==> src/rtl/core/csvfs_pkg.sv <==
`timescale 1ns / 1ps

package csvfs_pkg;

   localparam int HOLD_DEPTH = 32;
   localparam int ADDR_W     = (HOLD_DEPTH > 1) ? $clog2(HOLD_DEPTH) : 1;
   localparam int COUNT_W    = $clog2(HOLD_DEPTH + 1);

   localparam logic [7:0] QUOTE_CH = 8'h22;
   localparam logic [7:0] COMMA_CH = 8'h2C;
   localparam logic [7:0] SPACE_CH = 8'h20;
   localparam logic [7:0] TAB_CH   = 8'h09;
   localparam logic [7:0] CR_CH    = 8'h0D;

   typedef struct packed {
      logic [7:0] data;
      logic       field_end;
      logic       line_end;
      logic       ws_overflow;
   } item_type;

   typedef struct packed {
      logic              wr_en;
      logic [ADDR_W-1:0] wr_addr;
      logic [7:0]        wr_data;
      logic [ADDR_W-1:0] rd_addr;
   } ram_req_type;

   function automatic logic is_ws(input logic [7:0] b);
      return (b == SPACE_CH) || ((b >= TAB_CH) && (b <= CR_CH));
   endfunction

endpackage

==> src/rtl/core/csvfs_hold_ram.sv <==
`timescale 1ns / 1ps

module csvfs_hold_ram (
   input  logic                     clock,
   input  csvfs_pkg::ram_req_type   ram_req,
   output logic [7:0]               rd_data
);

   logic [7:0] mem [csvfs_pkg::HOLD_DEPTH];
   logic [7:0] rd_data_ff;

   always_ff @(posedge clock) begin
      if (ram_req.wr_en) begin
         mem[ram_req.wr_addr] <= ram_req.wr_data;
      end
      rd_data_ff <= mem[ram_req.rd_addr];
   end

   assign rd_data = rd_data_ff;

endmodule

==> src/rtl/core/csv_field_splitter.sv <==
`timescale 1ns / 1ps
// A beat is decoded into the work queue registers; its results then pass to the output register.
// Results leave one at a time: first the held whitespace bytes a byte releases, then its data byte
// and field-end marks; a new byte is taken when idle or as the last result goes out.
// Held bytes come one a cycle, unless the output stalls, through the hold RAM's single read port.
// Reset clears parse mode, held count, overflow mark and pending work; the hold RAM is not cleared.

module csv_field_splitter (
   input  logic       clock,
   input  logic       reset,
   input  logic       req_tvalid,
   output logic       req_tready,
   input  logic [7:0] req_tdata,   // [7:0] in_byte
   input  logic       req_tlast,   // line_last
   output logic       rsp_tvalid,
   input  logic       rsp_tready,
   output logic [7:0] rsp_tdata,   // [7:0] out_byte
   output logic [2:0] rsp_tuser,   // [0] field_end, [1] line_end, [2] ws_overflow
   output logic       rsp_tlast    // last
);

   typedef enum logic [2:0] {
      MODE_LEAD   = 3'd0,
      MODE_UNQ    = 3'd1,
      MODE_QUOTED = 3'd2,
      MODE_QSEEN  = 3'd3
   } mode_type;

   localparam int ITEMS = 3;

   mode_type                          mode_ff, mode_in;
   logic [csvfs_pkg::COUNT_W-1:0]     cnt_ff, cnt_in;
   logic                              ov_ff, ov_in;
   logic [csvfs_pkg::COUNT_W-1:0]     flush_ff, flush_in, flush_dec;
   logic [csvfs_pkg::ADDR_W-1:0]      ptr_ff, ptr_in;
   csvfs_pkg::item_type               items_ff [ITEMS];
   csvfs_pkg::item_type               items_in [ITEMS];
   csvfs_pkg::item_type               dec_items [ITEMS];
   logic [1:0]                        nitems_ff, nitems_in, dec_n;

   logic                              rsp_valid_ff;
   csvfs_pkg::item_type               rsp_item_ff;
   logic                              rsp_last_ff;

   csvfs_pkg::ram_req_type            ram_req;
   logic [7:0]                        rd_data;

   logic                              out_free, emit_flush, emit_item, emit_final, accept;
   logic [7:0]                        b;

   csvfs_hold_ram u_hold_ram (
      .clock   (clock),
      .ram_req (ram_req),
      .rd_data (rd_data)
   );

   assign b          = req_tdata;
   assign out_free   = !rsp_valid_ff || rsp_tready;
   assign emit_flush = out_free && (flush_ff != '0);
   assign emit_item  = out_free && (flush_ff == '0) && (nitems_ff != 2'd0);
   assign emit_final = emit_item && (nitems_ff == 2'd1);
   assign req_tready = ((flush_ff == '0) && (nitems_ff == 2'd0)) || emit_final;
   assign accept     = req_tvalid && req_tready;

   // parse decode of one beat
   always_comb begin
      logic [1:0] k;
      k         = 2'd0;
      mode_in   = mode_ff;
      cnt_in    = cnt_ff;
      ov_in     = ov_ff;
      flush_dec = '0;
      ram_req.wr_en   = 1'b0;
      ram_req.wr_addr = cnt_ff[csvfs_pkg::ADDR_W-1:0];
      ram_req.wr_data = b;
      ram_req.rd_addr = ptr_in;
      for (int i = 0; i < ITEMS; i++) begin
         dec_items[i] = '0;
      end

      unique case (mode_ff)
         MODE_UNQ, MODE_QUOTED: begin
            if (mode_ff == MODE_QUOTED && b == csvfs_pkg::QUOTE_CH) begin
               mode_in = MODE_QSEEN;
            end else if (mode_ff == MODE_UNQ && b == csvfs_pkg::COMMA_CH) begin
               dec_items[k] = '{data: 8'h00, field_end: 1'b1, line_end: 1'b0,
                                ws_overflow: ov_in};
               k       = k + 2'd1;
               cnt_in  = '0;
               ov_in   = 1'b0;
               mode_in = MODE_LEAD;
            end else if (csvfs_pkg::is_ws(b)) begin
               if (cnt_ff < csvfs_pkg::COUNT_W'(csvfs_pkg::HOLD_DEPTH)) begin
                  ram_req.wr_en = accept;
                  cnt_in        = cnt_ff + 1'b1;
               end else begin
                  ov_in = 1'b1;
               end
            end else begin
               flush_dec    = cnt_ff;
               cnt_in       = '0;
               dec_items[k] = '{data: b, field_end: 1'b0, line_end: 1'b0, ws_overflow: 1'b0};
               k            = k + 2'd1;
            end
         end
         MODE_QSEEN: begin
            if (b == csvfs_pkg::QUOTE_CH) begin
               flush_dec    = cnt_ff;
               cnt_in       = '0;
               dec_items[k] = '{data: b, field_end: 1'b0, line_end: 1'b0, ws_overflow: 1'b0};
               k            = k + 2'd1;
               mode_in      = MODE_QUOTED;
            end else begin
               dec_items[k] = '{data: 8'h00, field_end: 1'b1, line_end: 1'b0,
                                ws_overflow: ov_in};
               k       = k + 2'd1;
               cnt_in  = '0;
               ov_in   = 1'b0;
               mode_in = MODE_LEAD;
               if (b != csvfs_pkg::COMMA_CH && !csvfs_pkg::is_ws(b)) begin
                  if (b == csvfs_pkg::QUOTE_CH) begin
                     mode_in = MODE_QUOTED;
                  end else begin
                     dec_items[k] = '{data: b, field_end: 1'b0, line_end: 1'b0,
                                      ws_overflow: 1'b0};
                     k       = k + 2'd1;
                     mode_in = MODE_UNQ;
                  end
               end
            end
         end
         default: begin
            mode_in = MODE_LEAD;
            if (!csvfs_pkg::is_ws(b)) begin
               if (b == csvfs_pkg::QUOTE_CH) begin
                  mode_in = MODE_QUOTED;
               end else if (b == csvfs_pkg::COMMA_CH) begin
                  dec_items[k] = '{data: 8'h00, field_end: 1'b1, line_end: 1'b0,
                                   ws_overflow: ov_in};
                  k      = k + 2'd1;
                  cnt_in = '0;
                  ov_in  = 1'b0;
               end else begin
                  dec_items[k] = '{data: b, field_end: 1'b0, line_end: 1'b0,
                                   ws_overflow: 1'b0};
                  k       = k + 2'd1;
                  mode_in = MODE_UNQ;
               end
            end
         end
      endcase

      if (req_tlast) begin
         dec_items[k] = '{data: 8'h00, field_end: 1'b1, line_end: 1'b1, ws_overflow: ov_in};
         k       = k + 2'd1;
         cnt_in  = '0;
         ov_in   = 1'b0;
         mode_in = MODE_LEAD;
      end
      dec_n = k;
   end

   // work queue
   always_comb begin
      flush_in  = flush_ff;
      ptr_in    = ptr_ff;
      nitems_in = nitems_ff;
      for (int i = 0; i < ITEMS; i++) begin
         items_in[i] = items_ff[i];
      end
      if (emit_flush) begin
         flush_in = flush_ff - 1'b1;
         ptr_in   = ptr_ff + 1'b1;
      end
      if (emit_item) begin
         nitems_in = nitems_ff - 2'd1;
         for (int i = 0; i < ITEMS - 1; i++) begin
            items_in[i] = items_ff[i+1];
         end
      end
      if (accept) begin
         flush_in  = flush_dec;
         ptr_in    = '0;
         nitems_in = dec_n;
         for (int i = 0; i < ITEMS; i++) begin
            items_in[i] = dec_items[i];
         end
      end
   end

   always_ff @(posedge clock) begin
      if (reset) begin
         mode_ff      <= MODE_LEAD;
         cnt_ff       <= '0;
         ov_ff        <= 1'b0;
         flush_ff     <= '0;
         ptr_ff       <= '0;
         nitems_ff    <= 2'd0;
         rsp_valid_ff <= 1'b0;
      end else begin
         if (accept) begin
            mode_ff <= mode_in;
            cnt_ff  <= cnt_in;
            ov_ff   <= ov_in;
         end
         flush_ff  <= flush_in;
         ptr_ff    <= ptr_in;
         nitems_ff <= nitems_in;
         if (emit_flush || emit_item) begin
            rsp_valid_ff <= 1'b1;
         end else if (rsp_tready) begin
            rsp_valid_ff <= 1'b0;
         end
      end
   end

   always_ff @(posedge clock) begin
      for (int i = 0; i < ITEMS; i++) begin
         items_ff[i] <= items_in[i];
      end
      if (emit_flush) begin
         rsp_item_ff <= '{data: rd_data, field_end: 1'b0, line_end: 1'b0, ws_overflow: 1'b0};
         rsp_last_ff <= 1'b0;
      end else if (emit_item) begin
         rsp_item_ff <= items_ff[0];
         rsp_last_ff <= emit_final;
      end
   end

   assign rsp_tvalid = rsp_valid_ff;
   assign rsp_tdata  = rsp_item_ff.data;
   assign rsp_tuser  = {rsp_item_ff.ws_overflow, rsp_item_ff.line_end, rsp_item_ff.field_end};
   assign rsp_tlast  = rsp_last_ff;

endmodule
==> config.mk <==
export PLATFORM = sky130hd
export DESIGN_NAME = csv_field_splitter
export DESIGN_NICKNAME = d
export VERILOG_FILES = /design/src/rtl/core/csvfs_pkg.sv /design/src/rtl/core/csvfs_hold_ram.sv /design/src/rtl/core/csv_field_splitter.sv
export SDC_FILE = /design/constraint.sdc
export NUM_CORES = 1
export LEC_CHECK = 0
export CORE_MARGIN = 10
export CORE_UTILIZATION = 34
export DETAILED_ROUTE_END_ITERATION = 7
export DONT_BUFFER_PORTS = 1
export GPL_ROUTABILITY_DRIVEN = 0
export PLACE_DENSITY = 0.55
export SYNTH_ARGS = -nofsm -noshare
export SYNTH_HDL_FRONTEND = slang
export SYNTH_HIERARCHICAL = 1
export SYNTH_SLANG_ARGS = --single-unit
==> constraint.sdc <==
create_clock -name clock -period 10.8 [get_ports clock]
set_input_delay 2.7 -clock clock [delete_from_list [all_inputs] [get_ports clock]]
set_output_delay 2.7 -clock clock [all_outputs]
set_load 0.05 [all_outputs]
==> results.tsv, run 1 <==
stage	metric	value	unit
sta	finClkSkew	19.40	ps
synthesis	syn_nets	788	
final_layout	layout.cells.non_filler	1324	
synthesis	synth_area_leaders	edfxtp_1 64%, mux4_2 13%, dfxtp_1 5.2%	
sta	max_freq	0.1559	GHz
sta	slew_headroom	21.86	%
power_and_ir_drop	power.density	263.7	nW/um^2
clock_network	cts_sinks	322	
floorplanning	die_w	218.9	um
final_layout	final_layout_size_suffix_gt1_share	23.20	%
placement	port_buffers	0	
worst_setup_path	critPathRequiredTime	11210	ps
synthesis	synth-edff-count	287	
power_and_ir_drop	total_leakage_power	0.004707	uW
synthesis	syn_inst	764	
global_route	grt_usage	12.95	%
worst_setup_path	end_kind	register	
route	drtPass1Iterations	4	
sta	tightest_slew	1168	ps
final_layout	syn_to_final_growth	12.53	%
final_layout	fillers	3571	
clock_network	cts_inserted_buffers	36	
sta	finalMaxSlewViolations	0	
sta	hold_viol_final	0	
clock_network	insertion_delay	530	ps
route	routedWlPerCell	23.09	um
sta	post-route-period-util	59.40	%
clock_network	ctsHtreeMaxLevel	2	
sta	period_needed	6415	ps
synthesis	syn_area	13450	um^2
hold_path	hold_depth	2	
route	post-route-drc-count	0	
final_layout	nNetsFinal	803	
clock_network	cts_setup_buffers	0	
synthesis	ys_async_sr_fraction	0	%
synthesis	synth_most_common_cell	edfxtp_1	
route	drt_iter0_drc	572	
placement	hpwlAfterDp	18780	um
global_route	first_global_vias	7036	
final_layout	num_antenna_cells	0	
sta	setup_viol	0	
worst_setup_path	crit_path_max_fanout	48	
worst_setup_path	start_kind	input port	
global_route	grt_max_degree	65	
sta	whs	491.4	ps
hold_path	hold_class	register to register	
route	routed_wl	30580	um
final_layout	multiInputGateArea	3862	um^2
global_route	grt_pass1_wl	46810	um
global_route	antenna_found_initial	0	
floorplanning	ioPinCount	27	
clock_network	cts_root_buffer	clkbuf_16	
clock_network	clk_path_buf_depth	3	
clock_network	cts_resized	0	
sta	rsz0062_at_grt	no	
flow_run	cap_violations	0	
worst_setup_path	cp.arrival	6830	ps
clock_network	tritoncts	yes	
floorplanning	die_area	47920	um^2
run_status	status	complete, no violations	
synthesis	ys_ff_latch	322	
synthesis	synth_largest_area_cell	edfxtp_1	
clock_network	cts.clk_slew.worst_paths	60	ps
worst_setup_path	r2r.worst_path.cells	10	
sta	setup_tns	0	ps
clock_network	ctsHoldBuffers	0	
synthesis	synth_top_area_share	64.06	%
placement	placedCellCount	1259	
synthesis	synth_common_cells	287 x edfxtp_1, 80 x mux4_2, 60 x nor2_1	
floorplanning	fp-row-count	72	
floorplanning	fp.dieH	218.9	um
floorplanning	initial_utilization	34.57	%
route	drtAntennaViolNets	0	
worst_setup_path	crit_type	input port to register	
power_and_ir_drop	total_power	3992	uW
synthesis	ys_seq_area_share	69.27	%
synthesis	synthDistinctLibCells	74	
route	routed_via_density	5.306	
synthesis	syn_avg_cell_area	17.61	um^2
synthesis	ys.flop_type	edfxtp_1	
synthesis	ys_warn_count	6	
power_and_ir_drop	vdd_ir_drop_max	224.4	uV
floorplanning	coreArea	38920	um^2
global_route	grt_overflow_total	0	
final_layout	seq_area	9319	um^2
route	vias	7025	
-- worst max-delay path: stages --
cell and delay, ps:
nand2b_1 150, a21oi_1 340, or3_1 160, buf_4 270, inv_4 190, nor2_4 640
buf_4 870, mux4_2 620, mux4_2 530, mux2_2 280
-- flip-flops by register name, summed over array words and instances, names as in the netlist, 2 cells and up --
signal / count
ptr_ff: 5
rsp_tuser: 3
mode_ff: 2
cnt_ff: 6
u_hold_ram/rd_data: 8
u_hold_ram/mem: 256
items_ff: 23
flush_ff: 6
nitems_ff: 2
rsp_tdata: 8
-- metrics by stage --
step | util [%] | instance area [um^2] | setup slack [ps]
after floorplan | - | 13450 | 4491
after global placement | 36.03 | 14020 | 3774
after detailed placement | 36.03 | 14020 | 3723
after CTS | 38.90 | 15140 | 4294
after global routing | 38.90 | 15140 | 4023
final | 38.90 | 15140 | 4385
-- cell families after synthesis --
group / count (synthesis) / share of synthesized area (%)
muxes: 93 / 14.43
buffers and inverters: 56 / 2.204
AOI/OAI and AO/OA: 96 / 5.050
adders and majority gates: 11 / 1.023
and+or+nand+nor: 175 / 7.301
xor gates and xnor gates: 11 / 0.7161
DFF: 322 / 69.27
-- layout by cell type, fill, tap and decap left out, drive strengths merged, types with 4 or more instances in the layout --
cell / n
nand3b: 9
o21ai: 20
inv: 17
a22o: 14
nor3: 14
o31ai: 4
or3b: 5
xnor2: 7
o211ai: 4
ha: 11
nand4: 8
a21oi: 24
nand2: 22
mux2: 8
xor2: 4
nor2b: 8
nor2: 61
a31oi: 5
edfxtp: 287
clkbuf: 45
mux4: 80
mux2i: 5
a211oi: 6
dfxtp: 35
nand2b: 8
and2: 9
buf: 18
or3: 5
clkinv: 17
nand3: 10
-- final cells by class --
| class | instances | share of cell area (%) |
|---|---|---|
| flip-flops and latches | 322 | 61.56 |
| multi-input cells | 386 | 25.51 |
| clock buffers | 45 | 6.372 |
| well taps | 518 | 4.281 |
| clock inverters | 20 | 0.9918 |
| repair buffers | 18 | 0.8926 |
| inverters | 15 | 0.3885 |
-- worst paths after layout --
| kind | slack (ps) | end | from |
|---|---|---|---|
| min | 490 | rsp_tuser[2]$_SDFFE_PP0N_ | items_ff[0][0]$_DFFE_PP_ |
| max | 4390 | u_hold_ram/rd_data[3]$_DFF_P_ | rsp_tready |
| max reg2reg | 5870 | u_hold_ram/rd_data[3]$_DFF_P_ | rsp_tvalid$_SDFFE_PP0P_ |
| min reg2reg | 490 | rsp_tuser[2]$_SDFFE_PP0N_ | items_ff[0][0]$_DFFE_PP_ |
-- where the power goes --
group | switching (uW) | internal [uW] | leakage, uW
clock | 490 | 663 | 0.000554
sequential | 118 | 1480 | 0.00289
combinational | 601 | 637 | 0.00127
-- per-layer routing --
layer | vias to the layer above | share of wire (%) | global-route usage, %
met3 | 42 | 5.1 | 2.228
met4 | 0 | 2.0 | 3.907
met1 | 3682 | 45 | 17.76
li1 | 3108 | - | -
met5 | - | 0 | 0
met2 | 193 | 48 | 20.68
(Power assumes the default switching activity.)
==> run 2, diff against run 1 <==
==> constraint.sdc (replaced) <==
create_clock -name clock -period 6.6 [get_ports clock]
set_input_delay 1.65 -clock clock [delete_from_list [all_inputs] [get_ports clock]]
set_output_delay 1.65 -clock clock [all_outputs]
set_load 0.05 [all_outputs]
==> results.tsv, run 2 (synthesis gave the netlist of run 1 again) <==
stage	metric	value	unit
clock_network	cts.clk_slew.worst_paths	50	ps
sta	tightest_slew	1051	ps
global_route	first_global_vias	7109	
worst_setup_path	end_kind	register	
power_and_ir_drop	pwr-share-seq	39.6	%
sta	finClkSkew	20.17	ps
clock_network	cts_root_buffer	clkbuf_16	
final_layout	fillers	3562	
power_and_ir_drop	p_sw_share	30.87	%
sta	setup_tns	0	ps
clock_network	cts_inserted_buffers	36	
flow_run	cap_violations	0	
global_route	grt_overflow_total	0	
clock_network	insertion_delay	530	ps
sta	setup_viol	0	
run_status	status	complete, no violations	
clock_network	tritoncts	yes	
final_layout	largest_register_ffs	256	
sta	post-route-period-util	66.86	%
clock_network	cts_resized	0	
floorplanning	ioPinCount	27	
final_layout	num_antenna_cells	0	
final_layout	reg_top3	u_hold_ram/mem (256), items_ff (23)	
worst_setup_path	crit_type	input port to register	
sta	finalMaxSlewViolations	0	
floorplanning	die_w	218.9	um
sta	hold_viol_final	0	
floorplanning	coreArea	38920	um^2
worst_setup_path	slowest_delay	680	ps
global_route	grt_pass1_wl	46820	um
worst_setup_path	r2r.worst_path.cells	9	
floorplanning	fp-row-count	72	
route	post-route-drc-count	0	
route	routed_wl	30580	um
route	routed_via_density	5.307	
placement	hpwlAfterDp	18650	um
sta	period_needed	4413	ps
sta	slew_headroom	29.65	%
global_route	antenna_found_initial	0	
final_layout	final_core_util	38.63	%
worst_setup_path	critPathRequiredTime	6750	ps
clock_network	ctsHtreeMaxLevel	2	
route	routedWlPerCell	23.29	um
final_layout	layout_commonest_cell	edfxtp_1	
placement	port_buffers	0	
power_and_ir_drop	switching_power	2032	uW
clock_network	clk_path_buf_depth	3	
floorplanning	initial_utilization	34.57	%
sta	rsz0062_at_grt	no	
clock_network	ctsHoldBuffers	0	
floorplanning	die_area	47920	um^2
final_layout	final_layout_size_suffix_gt1_share	21.38	%
global_route	grt_max_degree	65	
final_layout	syn_to_final_growth	11.77	%
final_layout	layout_common_cells	287 x edfxtp_1, 80 x mux4_2, 58 x nor2_1	
floorplanning	fp.dieH	218.9	um
worst_setup_path	cp_cell_sequence	or4b_1 > a21oi_2 > o21ai_0 > nor3_1 > or3b_2 > nor2_1	
worst_setup_path	cp.arrival	4570	ps
sta	whs	491.0	ps
final_layout	nNetsFinal	795	
route	drt_iter0_drc	593	
power_and_ir_drop	vdd_ir_drop_max	469.9	uV
hold_path	hold_class	register to register	
worst_setup_path	crit_path_max_fanout	44	
final_layout	top_register	u_hold_ram/mem	
worst_setup_path	start_kind	input port	
clock_network	cts_setup_buffers	0	
clock_network	cts_sinks	322	
final_layout	layout.cells.non_filler	1313	
power_and_ir_drop	p_comb_share	32.4	%
placement	placedCellCount	1251	
sta	max_freq	0.2266	GHz
route	drtAntennaViolNets	0	
hold_path	hold_depth	2	
power_and_ir_drop	power.density	437.8	nW/um^2
worst_setup_path	cp_slowest_cell	nor2_1	
power_and_ir_drop	clkPwrFrac	28.0	%
power_and_ir_drop	intPower	4550	uW
route	vias	6968	
power_and_ir_drop	total_leakage_power	0.004627	uW
route	drtPass1Iterations	5	
global_route	grt_usage	13.06	%
run 2: routing by layer:
layer | routed length [um] | vias up | track usage (%)
met3 | 1744 | 37 | 3.054
li1 | - | 3098 | -
met1 | 14120 | 3640 | 18.23
met5 | 0 | - | 0
met4 | 567 | 0 | 3.792
met2 | 14140 | 193 | 19.94
run 2: metrics by stage:
stage	power [uW]	setup slack [ps]	instance area (um^2)
6_report	6583	2187	15040
5_1_grt	6937	1999	15040
4_1_cts	6690	2219	15040
3_5_place_dp	4838	1654	13980
3_3_place_gp	4831	1674	13980
2_1_floorplan	4347	1887	13450
run 2: cell type report:
class	instances	area, um^2	area share, %
sequential	322	9319	61.98
timing repair buffer	10	87.58	0.5825
multi-input combinational	386	3862	25.69
inverter	15	58.81	0.3911
clock buffer	49	970.9	6.458
clock inverter	13	88.84	0.5908
tap	518	648.1	4.311
run 2: power groups by stage:
| stage | clock (uW) | combinational [uW] | sequential [uW] |
|---|---|---|---|
| detailed placement | 0 | 2180 | 2650 |
| global placement | 0 | 2180 | 2650 |
| finish | 1840 | 2130 | 2610 |
| CTS | 1890 | 2180 | 2610 |
| global route | 1980 | 2330 | 2630 |
| floorplan | 0 | 1730 | 2620 |
run 2: worst paths after layout:
path | start | to | slack [ps]
setup / recovery | req_tdata[0] | u_hold_ram/mem[8][3]$_DFFE_PP_ | 2190
hold / removal | items_ff[0][0]$_DFFE_PP_ | rsp_tuser[2]$_SDFFE_PP0N_ | 490
setup reg to reg | rsp_tvalid$_SDFFE_PP0P_ | u_hold_ram/rd_data[3]$_DFF_P_ | 2660
hold reg to reg | items_ff[0][0]$_DFFE_PP_ | rsp_tuser[2]$_SDFFE_PP0N_ | 490
run 2: critical path, delay by kind of cell:
kind | cells | cell delay [ps]
simple gates | 4 | 2360
compound gates | 2 | 510
